`src/sv/bbc_pkg.sv`:
```
// bbc_pkg: shared types and constants of the bracket balance checker.
// No dependencies.
package bbc_pkg;

	localparam int unsigned MAX_NESTING_DEF = 255;
	localparam int unsigned CH_W = 8;
	localparam int unsigned ERR_W = 4;

	localparam logic [CH_W-1:0] CH_NL    = 8'h0A;
	localparam logic [CH_W-1:0] CH_LT    = 8'h3C;
	localparam logic [CH_W-1:0] CH_GT    = 8'h3E;
	localparam logic [CH_W-1:0] CH_LSQ   = 8'h5B;
	localparam logic [CH_W-1:0] CH_RSQ   = 8'h5D;
	localparam logic [CH_W-1:0] CH_LCUR  = 8'h7B;
	localparam logic [CH_W-1:0] CH_RCUR  = 8'h7D;
	localparam logic [CH_W-1:0] CH_QUOTE = 8'h22;
	localparam logic [CH_W-1:0] CH_BSL   = 8'h5C;

	typedef enum logic [ERR_W-1:0] {
		ERR_NONE       = 4'd0,
		ERR_STRAY_GT   = 4'd1,
		ERR_STRAY_RSQ  = 4'd2,
		ERR_STRAY_RCUR = 4'd3,
		ERR_ARRAY_EOL  = 4'd4,
		ERR_CUSTOM     = 4'd5,
		ERR_STRING     = 4'd6,
		ERR_STRUCT     = 4'd7,
		ERR_OVERFLOW   = 4'd8
	} bbc_err_t;

	typedef struct packed {
		logic [CH_W-1:0] ch;
		logic            end_of_text;
	} bbc_item_t;

	typedef struct packed {
		logic      valid;
		bbc_item_t item;
	} bbc_stage_t;

endpackage

```
`src/sv/bbc_if.sv`:
```
// bbc_if: valid/ready channel interfaces for text words and result words.
// Depends on bbc_pkg.
interface bbc_in_if import bbc_pkg::*; ();
	logic            valid;
	logic            ready;
	logic [CH_W-1:0] ch;
	logic            end_of_text;

	modport source (output valid, output ch, output end_of_text, input ready);
	modport sink (input valid, input ch, input end_of_text, output ready);
endinterface

interface bbc_out_if import bbc_pkg::*; ();
	logic             valid;
	logic             ready;
	logic [ERR_W-1:0] error_code;
	logic             finished;
	logic             accepted;

	modport source (output valid, output error_code, output finished, output accepted,
		input ready);
	modport sink (input valid, input error_code, input finished, input accepted,
		output ready);
endinterface

```
`src/sv/bracket_balance_checker_core.sv`:
```
// bracket_balance_checker_core: streaming bracket balance checker, top level.
// Depends on bbc_pkg, bbc_if, bbc_in_stage and bbc_scan.
//
// text_in carries one text byte per word (ch) or an end-of-document word
// (end_of_text set, ch ignored). result_out returns exactly one word per
// input word: the sticky error so far for a byte, or the final verdict with
// finished set for an end word; accepted is set on a clean document.
// A word accepted on text_in sits in the input register and is then scanned
// into the result register, which drives valid on result_out; a stall on
// result_out holds it in the input register. Throughput is one word per
// cycle while result_out is not stalled, set by the state update in bbc_scan.
// Reset clears the bracket state and both valid flags; no words are held.
// When result_out is stalled, the result register holds its word, the input
// register takes one more word if it is empty, and then text_in.ready drops
// until the receiver takes the waiting result.
module bracket_balance_checker_core import bbc_pkg::*; #(
	parameter int unsigned MAX_NESTING = MAX_NESTING_DEF
) (
	input  logic      clk,
	input  logic      arst_n,
	bbc_in_if.sink    text_in,
	bbc_out_if.source result_out
);

	bbc_stage_t stage_s1;
	logic       adv;

	bbc_in_stage u_in_stage (
		.clk      (clk),
		.arst_n   (arst_n),
		.text_in  (text_in),
		.adv      (adv),
		.stage_s1 (stage_s1)
	);

	bbc_scan #(
		.MAX_NESTING (MAX_NESTING)
	) u_scan (
		.clk        (clk),
		.arst_n     (arst_n),
		.stage_s1   (stage_s1),
		.adv        (adv),
		.result_out (result_out)
	);

endmodule

```
`src/sv/bbc_in_stage.sv`:
```
// bbc_in_stage: input register of the checker.
// Depends on bbc_pkg and bbc_in_if.
module bbc_in_stage import bbc_pkg::*; (
	input  logic       clk,
	input  logic       arst_n,
	bbc_in_if.sink     text_in,
	input  logic       adv,
	output bbc_stage_t stage_s1
);

	logic       valid_s1;
	bbc_item_t  item_s1;
	logic       load;

	assign load           = !valid_s1 || adv;
	assign text_in.ready  = load;
	assign stage_s1.valid = valid_s1;
	assign stage_s1.item  = item_s1;

	always_ff @(posedge clk or negedge arst_n) begin
		if (!arst_n) begin
			valid_s1 <= 1'b0;
		end else if (load) begin
			valid_s1 <= text_in.valid;
		end
	end

	always_ff @(posedge clk) begin
		if (load && text_in.valid) begin
			item_s1.ch          <= text_in.ch;
			item_s1.end_of_text <= text_in.end_of_text;
		end
	end

endmodule

```
`src/sv/bbc_scan.sv`:
```
// bbc_scan: bracket state, per-word update and result register.
// Depends on bbc_pkg and bbc_out_if.
module bbc_scan import bbc_pkg::*; #(
	parameter int unsigned MAX_NESTING = MAX_NESTING_DEF
) (
	input  logic       clk,
	input  logic       arst_n,
	input  bbc_stage_t stage_s1,
	output logic       adv,
	bbc_out_if.source  result_out
);

	localparam int unsigned DW = $clog2(MAX_NESTING + 1);
	localparam logic [DW-1:0] DEPTH_MAX = DW'(MAX_NESTING);

	typedef struct packed {
		logic          in_custom;
		logic          in_array;
		logic          in_quote;
		logic          escape_pending;
		logic [DW-1:0] depth;
		bbc_err_t      sticky;
	} scan_state_t;

	localparam scan_state_t STATE_CLR = '{
		in_custom: 1'b0, in_array: 1'b0, in_quote: 1'b0, escape_pending: 1'b0,
		depth: '0, sticky: ERR_NONE};

	scan_state_t state_q;
	scan_state_t state_nxt;
	bbc_err_t    code;
	logic        consume;
	logic        out_valid_q;
	bbc_err_t    err_q;
	logic        fin_q;
	logic        acc_q;
	logic [CH_W-1:0] c;

	assign adv     = !out_valid_q || result_out.ready;
	assign consume = stage_s1.valid && adv;
	assign c       = stage_s1.item.ch;

	always_comb begin
		state_nxt = state_q;
		code      = state_q.sticky;
		if (stage_s1.item.end_of_text) begin
			if (state_q.sticky == ERR_NONE) begin
				if (state_q.in_array)
					code = ERR_ARRAY_EOL;
				else if (state_q.in_custom)
					code = ERR_CUSTOM;
				else if (state_q.in_quote)
					code = ERR_STRING;
				else if (state_q.depth != '0)
					code = ERR_STRUCT;
			end
			state_nxt = STATE_CLR;
		end else begin
			if (state_q.sticky == ERR_NONE) begin
				if (c == CH_NL && !state_q.in_custom) begin
					if (state_q.in_array)
						state_nxt.sticky = ERR_ARRAY_EOL;
					state_nxt.in_array       = 1'b0;
					state_nxt.escape_pending = 1'b0;
				end else if (state_q.in_custom) begin
					if (c == CH_GT)
						state_nxt.in_custom = 1'b0;
				end else if (state_q.in_array) begin
					if (c == CH_RSQ)
						state_nxt.in_array = 1'b0;
				end else if (state_q.in_quote) begin
					if (state_q.escape_pending)
						state_nxt.escape_pending = 1'b0;
					else if (c == CH_QUOTE)
						state_nxt.in_quote = 1'b0;
					else if (c == CH_BSL)
						state_nxt.escape_pending = 1'b1;
				end else if (c == CH_RCUR && state_q.depth != '0) begin
					state_nxt.depth = state_q.depth - DW'(1);
				end else begin
					unique case (c)
						CH_LT:    state_nxt.in_custom = 1'b1;
						CH_LSQ:   state_nxt.in_array  = 1'b1;
						CH_QUOTE: state_nxt.in_quote  = 1'b1;
						CH_LCUR: begin
							if (state_q.depth >= DEPTH_MAX)
								state_nxt.sticky = ERR_OVERFLOW;
							else
								state_nxt.depth = state_q.depth + DW'(1);
						end
						CH_GT:    state_nxt.sticky = ERR_STRAY_GT;
						CH_RSQ:   state_nxt.sticky = ERR_STRAY_RSQ;
						CH_RCUR:  state_nxt.sticky = ERR_STRAY_RCUR;
						default:  ;
					endcase
				end
			end
			code = state_nxt.sticky;
		end
	end

	always_ff @(posedge clk or negedge arst_n) begin
		if (!arst_n) begin
			state_q     <= STATE_CLR;
			out_valid_q <= 1'b0;
		end else if (consume) begin
			state_q     <= state_nxt;
			out_valid_q <= 1'b1;
		end else if (result_out.ready) begin
			out_valid_q <= 1'b0;
		end
	end

	always_ff @(posedge clk) begin
		if (consume) begin
			err_q <= code;
			fin_q <= stage_s1.item.end_of_text;
			acc_q <= stage_s1.item.end_of_text && (code == ERR_NONE);
		end
	end

	assign result_out.valid      = out_valid_q;
	assign result_out.error_code = err_q;
	assign result_out.finished   = fin_q;
	assign result_out.accepted   = acc_q;

endmodule

```
`src/flat_wrapper.sv`:
```
// flat-port wrapper written by rule: the top's interface ports become plain ports
module bracket_balance_checker_core_flat import bbc_pkg::*;
#(
	parameter int unsigned MAX_NESTING = MAX_NESTING_DEF
)
  (clk, arst_n, text_in_valid, text_in_ch, text_in_end_of_text, text_in_ready, result_out_valid, result_out_error_code, result_out_finished, result_out_accepted, result_out_ready);
  bbc_in_if text_in_i ();
  bbc_out_if result_out_i ();
  input  logic clk;
  input  logic arst_n;
  input wire logic [$bits(text_in_i.valid)-1:0] text_in_valid;
  input wire logic [$bits(text_in_i.ch)-1:0] text_in_ch;
  input wire logic [$bits(text_in_i.end_of_text)-1:0] text_in_end_of_text;
  output wire logic [$bits(text_in_i.ready)-1:0] text_in_ready;
  output wire logic [$bits(result_out_i.valid)-1:0] result_out_valid;
  output wire logic [$bits(result_out_i.error_code)-1:0] result_out_error_code;
  output wire logic [$bits(result_out_i.finished)-1:0] result_out_finished;
  output wire logic [$bits(result_out_i.accepted)-1:0] result_out_accepted;
  input wire logic [$bits(result_out_i.ready)-1:0] result_out_ready;
  assign text_in_i.valid = text_in_valid;
  assign text_in_i.ch = text_in_ch;
  assign text_in_i.end_of_text = text_in_end_of_text;
  assign text_in_ready = text_in_i.ready;
  assign result_out_valid = result_out_i.valid;
  assign result_out_error_code = result_out_i.error_code;
  assign result_out_finished = result_out_i.finished;
  assign result_out_accepted = result_out_i.accepted;
  assign result_out_i.ready = result_out_ready;
  bracket_balance_checker_core #(.MAX_NESTING(MAX_NESTING)) u_core (.clk(clk), .arst_n(arst_n), .text_in(text_in_i), .result_out(result_out_i));
endmodule
```
`config.mk`:
```
export PLATFORM = sky130hd
export DESIGN_NAME = bracket_balance_checker_core_flat
export DESIGN_NICKNAME = d
export VERILOG_FILES = /design/src/sv/bbc_pkg.sv /design/src/sv/bbc_if.sv /design/src/sv/bracket_balance_checker_core.sv /design/src/sv/bbc_in_stage.sv /design/src/sv/bbc_scan.sv /design/src/flat_wrapper.sv
export SDC_FILE = /design/constraint.sdc
export NUM_CORES = 1
export LEC_CHECK = 0
export BUFFER_PORTS_ARGS = -buffer_cell sky130_fd_sc_hd__buf_4
export CORE_ASPECT_RATIO = 0.75
export CORE_MARGIN = 4
export CORE_UTILIZATION = 58
export DETAILED_ROUTE_END_ITERATION = 12
export GPL_TIMING_DRIVEN = 1
export PLACE_DENSITY = 0.83
export SKIP_CTS_REPAIR_TIMING = 1
export SLEW_MARGIN = 30
export SYNTH_ARGS = -nofsm -noshare
export SYNTH_HDL_FRONTEND = slang
export SYNTH_SLANG_ARGS = --single-unit
```
`constraint.sdc`:
```
create_clock -name clk -period 3.4 [get_ports clk]
set_input_delay 0.17 -clock clk [delete_from_list [all_inputs] [get_ports clk]]
set_output_delay 0.17 -clock clk [all_outputs]
set_load 0.005 [all_outputs]
```
==> metrics.md, run 1 <==
| Metric | Value |
|---|---|
| Status | completed |
| Die extent in x | 73.8 µm |
| Count of routing violations after the opening detailed-route iteration | 126 |
| Area of the mapped netlist | 1880 µm² |
| Kind of end point of the critical path | register |
| Standard cell core area | 3020 µm² |
| Wire length of the first global-routing pass | 6.52 mm |
| Total die area | 4230 µm² |
| Avg Vias per Cell | 6.33 |
| Layout cell share with drive strength beyond 1 | 15.6% |
| GRT Total Usage | 20.1% |
| DRC violation count after routing | 0 |
| Hold violation total from the final report | 0 |
| Syn avg cell area | 10.1 µm² |
| Final Critical Period | 3.14 ns |
| RSZ-0062 raised after global routing | no |
| Vias in the first global route | 1,416 |
| Core utilization of the finished layout | 71.1% |
| Starting density of the core | 62.3% |
| Final routed wirelength across all metal layers | 3.97 mm |
| Worst-path clk slew | 0.07 ns |
| Final worst-path cycle share | 92.3% |
| Async set-or-reset flop fraction in the synthesized netlist | 54.5% |
| Required time at the worst-slack endpoint | 3.58 ns |
| Remaining global-route overflow | 0 |
| Post-synthesis cell count | 187 |
| Slew of the pin with the lowest slew margin | 0.684 ns |
| DR pass1 iterations | 5 |
| Maximum buffer depth of the clock tree | 2 |
| Synth warn | 0 |
| Net switching power figure | 0.246 mW |
| Number of enable-type register cells in the synthesized netlist | 15 |
| Switching share of total power | 27.4% |
| Upper clock frequency limit | 0.319 GHz |
| Final RePlAce weighted congestion | 0.882 |
| Syn-to-layout area delta | 14.0% |
| Port Buffer Count | 20 |
| Combinational share of power | 15.9% |
| Final setup viols | 0 |
| Net count, final | 230 |
| WP data arrival | 3.32 ns |
| Type of element launching the critical path | register |
| Fin Hold WS | 0.0542 ns |
| Antenna diodes | 0 |
| Unique masters post-synth | 47 |
| Number of buffers added by the clock tree synthesis step | 5 |
| Register-to-register setup slack | 0.26 ns |
| Type of the tightest min-delay check | primary input to register |
| Final non-filler cell total | 249 |
| HPWL after detailed placement | 2.92 mm |
| Die height | 57.3 µm |
| Most frequent cells in the layout | sky130_fd_sc_hd__buf_4 (20), sky130_fd_sc_hd__nor2_1 (18), sky130_fd_sc_hd__dfrtp_1 (18) |
| Slew HR | 54.0% |
| Sequence of cells on the critical path | nor4_2, and2_1, and3b_1, ha_1, a21oi_1, o211ai_1, o41ai_1, xor2_1, nand3_1, o311ai_1 |
| Post-route clock skew | 0.00742 ns |
| Sequential power share | 53.8% |
| Max Cap Viol | 0 |
| Number of vias in the routed layout | 1,576 |
| Seq. cell area | 901 µm² |
| Clock sinks | 33 |
| Layout Cell Area excl Fill | 2150 µm² |
| Worst vdd rail ir drop | 306 µV |
| Maximum number of pins on one net before global-route repair | 19 |
| Post-synth top flop | sky130_fd_sc_hd__dfrtp_1 |
| Yosys reg bits | 33 |
| Boundary Pins | 21 |
| Start-to-end type of the worst setup path | register to register |
| Leak pwr | 0.863 nW |
| Internal power | 0.653 mW |
| Slew Viols, Final | 0 |
| Synth Net Count | 207 |
| Slowest library cell on the worst path | sky130_fd_sc_hd__dfrtp_1 |
| Root Buffer | sky130_fd_sc_hd__clkbuf_8 |
| Antenna violation net count after detailed routing | 0 |
| Placed Cells | 240 |
| Sequential fraction of the synthesis area | 47.8% |
| Commonest non-fill, non-tap cell in the layout | sky130_fd_sc_hd__buf_4 |
| Filler cell count | 225 |
| TritonCTS clock tree | yes |
| Delay contributed by the slowest stage of the critical path | 0.44 ns |
| Areal power density over the cells | 419 nW/µm² |
| Number of rows created at floorplan | 17 |
| Clock group share of total power | 30.3% |
| Critical path fanouts, max | 8 |
| Setup TNS | 0 ns |
| Area of placed instances | 2050 µm² |
| Initial antenna violation count | 0 |
| WL per Instance | 16.0 µm |
| Combined area of the multi-input logic cells | 942 µm² |
| # H-tree levels | 2 |
| Clock latency on the worst-skew pair | 0.29 ns |
## worst paths after layout
check | from | end | cells after the start
worst min register to register | u_core.u_in_stage.valid_s1 | u_core.u_scan.result_out.valid | 1
min in group asynchronous | arst_n | u_core.u_scan.state_q[13] | 2
worst min-delay path | text_in_ch[7] | u_core.u_in_stage.stage_s1[8] | 1
worst max register to register | u_core.u_scan.state_q[5] | u_core.u_scan.state_q[11] | 10
max in group asynchronous | arst_n | u_core.u_scan.result_out.valid | 2
worst max-delay path | u_core.u_scan.state_q[5] | u_core.u_scan.state_q[11] | 10
## cells by family (layout without fill, tap and decap cells)
kind of cell | after synthesis | after routing | synth area share, %
AO/OA/AOI/OAI | 46 | 46 | 16.5
flip-flops | 33 | 33 | 47.8
adder cells (fa/ha/maj) | 7 | 7 | 5.05
buffers and inverters | 9 | 33 | 2.46
AND/OR/NAND/NOR | 86 | 86 | 25.2
multiplexers | 1 | 1 | 0.598
XOR/XNOR | 5 | 5 | 2.33
## stage by stage
stage / worst slack (ns) / power (mW)
finish: 0.262 / 0.899
global route: 0.0755 / 0.949
CTS: 0.328 / 0.898
detailed placement: 0.359 / 0.623
global placement: 0.553 / 0.618
floorplan: 0.784 / 0.569
## cell type report
| cell class | count | share of cell area (%) |
|---|---|---|
| inverters | 4 | 0.699 |
| flip-flops and latches | 33 | 42.0 |
| well taps | 38 | 2.21 |
| repair buffers | 21 | 7.46 |
| clock buffers | 5 | 3.21 |
| clock inverters | 3 | 0.583 |
| multi-input cells | 145 | 43.9 |
## sequential cells by signal (all words and copies together), names as in the netlist
name	count
u_core.u_in_stage.valid_s1	1
u_core.u_scan.result_out.finished	1
u_core.u_scan.result_out.error_code	4
u_core.u_in_stage.stage_s1	9
u_core.u_scan.result_out.valid	1
u_core.u_scan.state_q	16
u_core.u_scan.result_out.accepted	1
## metal layers
metal	vias to the layer above	GRT usage, %	share of wire, %
li1	761	-	-
met1	747	28.9	45
met2	66	28.7	47
met3	2	8.45	7.7
met4	0	4.13	0.65
met5	-	0	0
## critical path, delay by kind of cell, from the launching register on
family	cells	cell delay (ns)
and+or+nand+nor	4	1.13
AOI/OAI and AO/OA	4	0.88
DFF	1	0.44
adders and majority gates	1	0.35
xor gates and xnor gates	1	0.24
## cells in the mapped netlist (all sizes together), types with 3 or more instances
cell    count  area (µm²)
a211oi      3        22.5
a21oi       8        40.0
a31oi       6        37.5
buf         3        23.8
dfrtp      18         450
edfxtp     15         450
ha          6        75.1
inv         4        15.0
nand2      17        63.8
nand2b      5        31.3
nand3       7        35.0
nand4b      3        26.3
nor2       18        67.6
nor3        9        45.0
nor3b       3        22.5
nor4        4        25.0
o21ai      11        55.1
o31ai       5        37.5
or3         5        41.3
xor2        4        35.0
## power by group through the flow
| stage | sequential (mW) | combinational [mW] | clock, mW |
|---|---|---|---|
| CTS | 0.481 | 0.135 | 0.282 |
| floorplan | 0.480 | 0.0883 | 0 |
| finish | 0.484 | 0.143 | 0.272 |
| global route | 0.489 | 0.158 | 0.302 |
| detailed placement | 0.489 | 0.134 | 0 |
| global placement | 0.487 | 0.131 | 0 |
Note: power is estimated with default switching activity, not from simulation.
==> inputs of run 2 (changes only) <==
Clock period 3.4 ns to 3.11 ns, I/O delays scaled along.
==> run 2 against run 1 <==
Wire length decreased by 4.2%; final cell count unchanged; non-clock buffer count unchanged; sequential share of layout area fell by 0.77 points; clock power increased by 41%; setup slack lost 0.028 ns; clock skew down 0.0012 ns; critical endpoint unchanged; largest cell class unchanged.
==> metrics.md, run 2 (synthesized netlist as in run 1, its figures left out) <==
| Metric | Value |
|---|---|
| Number of rows created at floorplan | 17 (unchanged) |
| Port Buffer Count | 20 (unchanged) |
| Leak pwr | 0.883 nW (+2.4%) |
| Min-Delay Startpoint | text_in_ch[1] |
| Largest register by flop count | u_core.u_scan.state_q |
| Vias in the first global route | 1,418 (+0.14%) |
| WL per Instance | 15.3 µm (-4.2%) |
| Antenna violation net count after detailed routing | 0 (unchanged) |
| Boundary Pins | 21 (unchanged) |
| Number of buffers added by the clock tree synthesis step | 5 (unchanged) |
| Filler cell count | 227 (+0.89%) |
| Worst r2r dst | u_core.u_scan.state_q[11] |
| Count of routing violations after the opening detailed-route iteration | 137 (+8.7%) |
| Status | completed |
| Areal power density over the cells | 487 nW/µm² (+16%) |
| Root Buffer | sky130_fd_sc_hd__clkbuf_8 |
| Max Cap Viol | 0 (unchanged) |
| Most used routing layer in global routing | met2 |
| # H-tree levels | 2 (unchanged) |
| Type of the tightest min-delay check | primary input to register |
| Worst-path clk slew | 0.07 ns (about the same) |
| Wire length of the first global-routing pass | 6.38 mm (-2.2%) |
| Register-to-register setup slack | 0.23 ns (-0.03 ns) |
| Die extent in x | 73.8 µm (unchanged) |
| Required time at the worst-slack endpoint | 3.29 ns (-0.29 ns) |
| Max FFs per register | 16 (unchanged) |
| Slew Viols, Final | 0 (unchanged) |
| Start-to-end type of the worst setup path | register to register |
| Final Critical Period | 2.88 ns (-0.262 ns) |
| Post-route clock skew | 0.00623 ns (-0.00119 ns) |
| Number of vias in the routed layout | 1,599 (+1.5%) |
| Layout cell share with drive strength beyond 1 | 17.1% (+1.4 points) |
| Final routed wirelength across all metal layers | 3.81 mm (-4.2%) |
| Total die area | 4230 µm² (unchanged) |
| Grt met3 use | 5.63% (-2.8 points) |
| Net count, final | 230 (unchanged) |
| GRT Total Usage | 19.6% (-0.54 points) |
| Antenna diodes | 0 (unchanged) |
| Kind of end point of the critical path | register |
| WP data arrival | 3.06 ns (-0.26 ns) |
| Initial antenna violation count | 0 (unchanged) |
| HPWL after detailed placement | 2.85 mm (-2.6%) |
| Post-layout power | 1.07 mW (+18%) |
| Setup crit start | u_core.u_scan.state_q[4] |
| Slew HR | 57.2% (+3.3 points) |
| Maximum number of pins on one net before global-route repair | 19 (unchanged) |
| Remaining global-route overflow | 0 (unchanged) |
| DR pass1 iterations | 4 (-1) |
| Global-route track usage on met2 | 28.0% (-0.63 points) |
| Die height | 57.3 µm (unchanged) |
| Most frequent cells in the layout | sky130_fd_sc_hd__buf_4 (20), sky130_fd_sc_hd__nor2_1 (18), sky130_fd_sc_hd__dfrtp_1 (18) |
| TritonCTS clock tree | yes |
| Clock sinks | 33 (unchanged) |
| Upper clock frequency limit | 0.348 GHz (+9.1%) |
| Startpoint of the worst register-to-register path | u_core.u_scan.state_q[4] |
| RSZ-0062 raised after global routing | no |
| Commonest non-fill, non-tap cell in the layout | sky130_fd_sc_hd__buf_4 |
| Syn-to-layout area delta | 16.1% |
| Final setup viols | 0 (unchanged) |
| Starting density of the core | 62.3% (unchanged) |
| Setup TNS | 0 ns (unchanged) |
| Timing endpoint of the critical path | u_core.u_scan.state_q[11] |
| Final worst-path cycle share | 92.5% (+0.19 points) |
| DRC violation count after routing | 0 (unchanged) |
| Maximum buffer depth of the clock tree | 2 (unchanged) |
| Standard cell core area | 3020 µm² (unchanged) |
| Slew of the pin with the lowest slew margin | 0.635 ns (-0.0490 ns) |
| Critical path fanouts, max | 8 (unchanged) |
| Worst vdd rail ir drop | 330 µV (+7.9%) |
| Final RePlAce weighted congestion | 0.881 (-0.14%) |
| Avg Vias per Cell | 6.42 (+1.5%) |
| Worst reg2reg path depth | 10 (unchanged) |
| Type of element launching the critical path | register |
| Clock latency on the worst-skew pair | 0.28 ns (about the same) |
| GR Util met1 | 27.5% (-1.4 points) |
| Hold violation total from the final report | 0 (unchanged) |
run 2: changes by cell type in the layout (fill, tap and decap cells not counted):
cell / before / now
sky130_fd_sc_hd__o41ai_2: 1 / 2
sky130_fd_sc_hd__and3b_2: 0 / 1
sky130_fd_sc_hd__o41ai_1: 1 / 0
sky130_fd_sc_hd__clkbuf_1: 0 / 1
sky130_fd_sc_hd__and3b_1: 2 / 1
sky130_fd_sc_hd__clkinv_1: 2 / 1
sky130_fd_sc_hd__clkinv_2: 1 / 0
sky130_fd_sc_hd__nor4_1: 3 / 2
sky130_fd_sc_hd__bufinv_16: 0 / 1
sky130_fd_sc_hd__nor4_2: 1 / 2
run 2: area by class of cell:
type | count | area, µm² | area share (%)
Inverter | 4 | 15.0 | 0.686
Clock inverter | 2 | 33.8 | 1.54
Multi-Input combinational cell | 145 | 957 | 43.8
Sequential cell | 33 | 901 | 41.2
Clock buffer | 6 | 72.6 | 3.32
Tap cell | 38 | 47.5 | 2.17
Timing Repair Buffer | 21 | 160 | 7.32
run 2: worst max-delay path, stage by stage (launching register included):
cell and delay [ns]:
sky130_fd_sc_hd__dfrtp_1 0.46, sky130_fd_sc_hd__nor4_2 0.33, sky130_fd_sc_hd__and2_1 0.27, sky130_fd_sc_hd__and3b_2 0.31
sky130_fd_sc_hd__ha_1 0.31, sky130_fd_sc_hd__a21oi_1 0.20, sky130_fd_sc_hd__o211ai_1 0.17, sky130_fd_sc_hd__o41ai_2 0.27
sky130_fd_sc_hd__xor2_1 0.24, sky130_fd_sc_hd__nand3_1 0.10, sky130_fd_sc_hd__o311ai_1 0.11
run 2: layer usage:
layer,share of wire (%),vias up
li1,-,763
met4,1.6,0
met2,43,70
met1,48,755
met5,0,-
met3,7.5,11
run 2: power by group:
group	switching (mW)	total [mW]	internal, mW
registers	0.0373	0.530	0.493
clock network	0.147	0.383	0.236
logic	0.0810	0.152	0.0711
total	0.265	1.06	0.800
run 2: per-stage QoR:
stage               hold slack (ns)  area (µm²)  util (%)  instances  worst slack [ns]
finish                       0.0430        2190      72.4        249             0.233
global route                 0.0284        2190      72.4        249            0.0278
CTS                          -0.268        2160      71.4        248            0.0388
detailed placement           0.0385        2050      67.9        240            0.0733
global placement             0.0372        2050      67.9        240             0.262
floorplan                    -0.140        1880         -        187             0.494
run 2: worst min path at each step:
stage / end / slack, ns / depth (start not counted)
2_1_floorplan: u_core.u_in_stage.valid_s1 / -0.14 / 0
3_3_place_gp: u_core.u_scan.state_q[3] / 0.04 / 1
3_5_place_dp: u_core.u_scan.state_q[3] / 0.04 / 1
4_1_cts: u_core.u_scan.state_q[15] / -0.27 / 1
5_1_grt: u_core.u_in_stage.stage_s1[2] / 0.03 / 1
6_report: u_core.u_in_stage.stage_s1[2] / 0.04 / 1
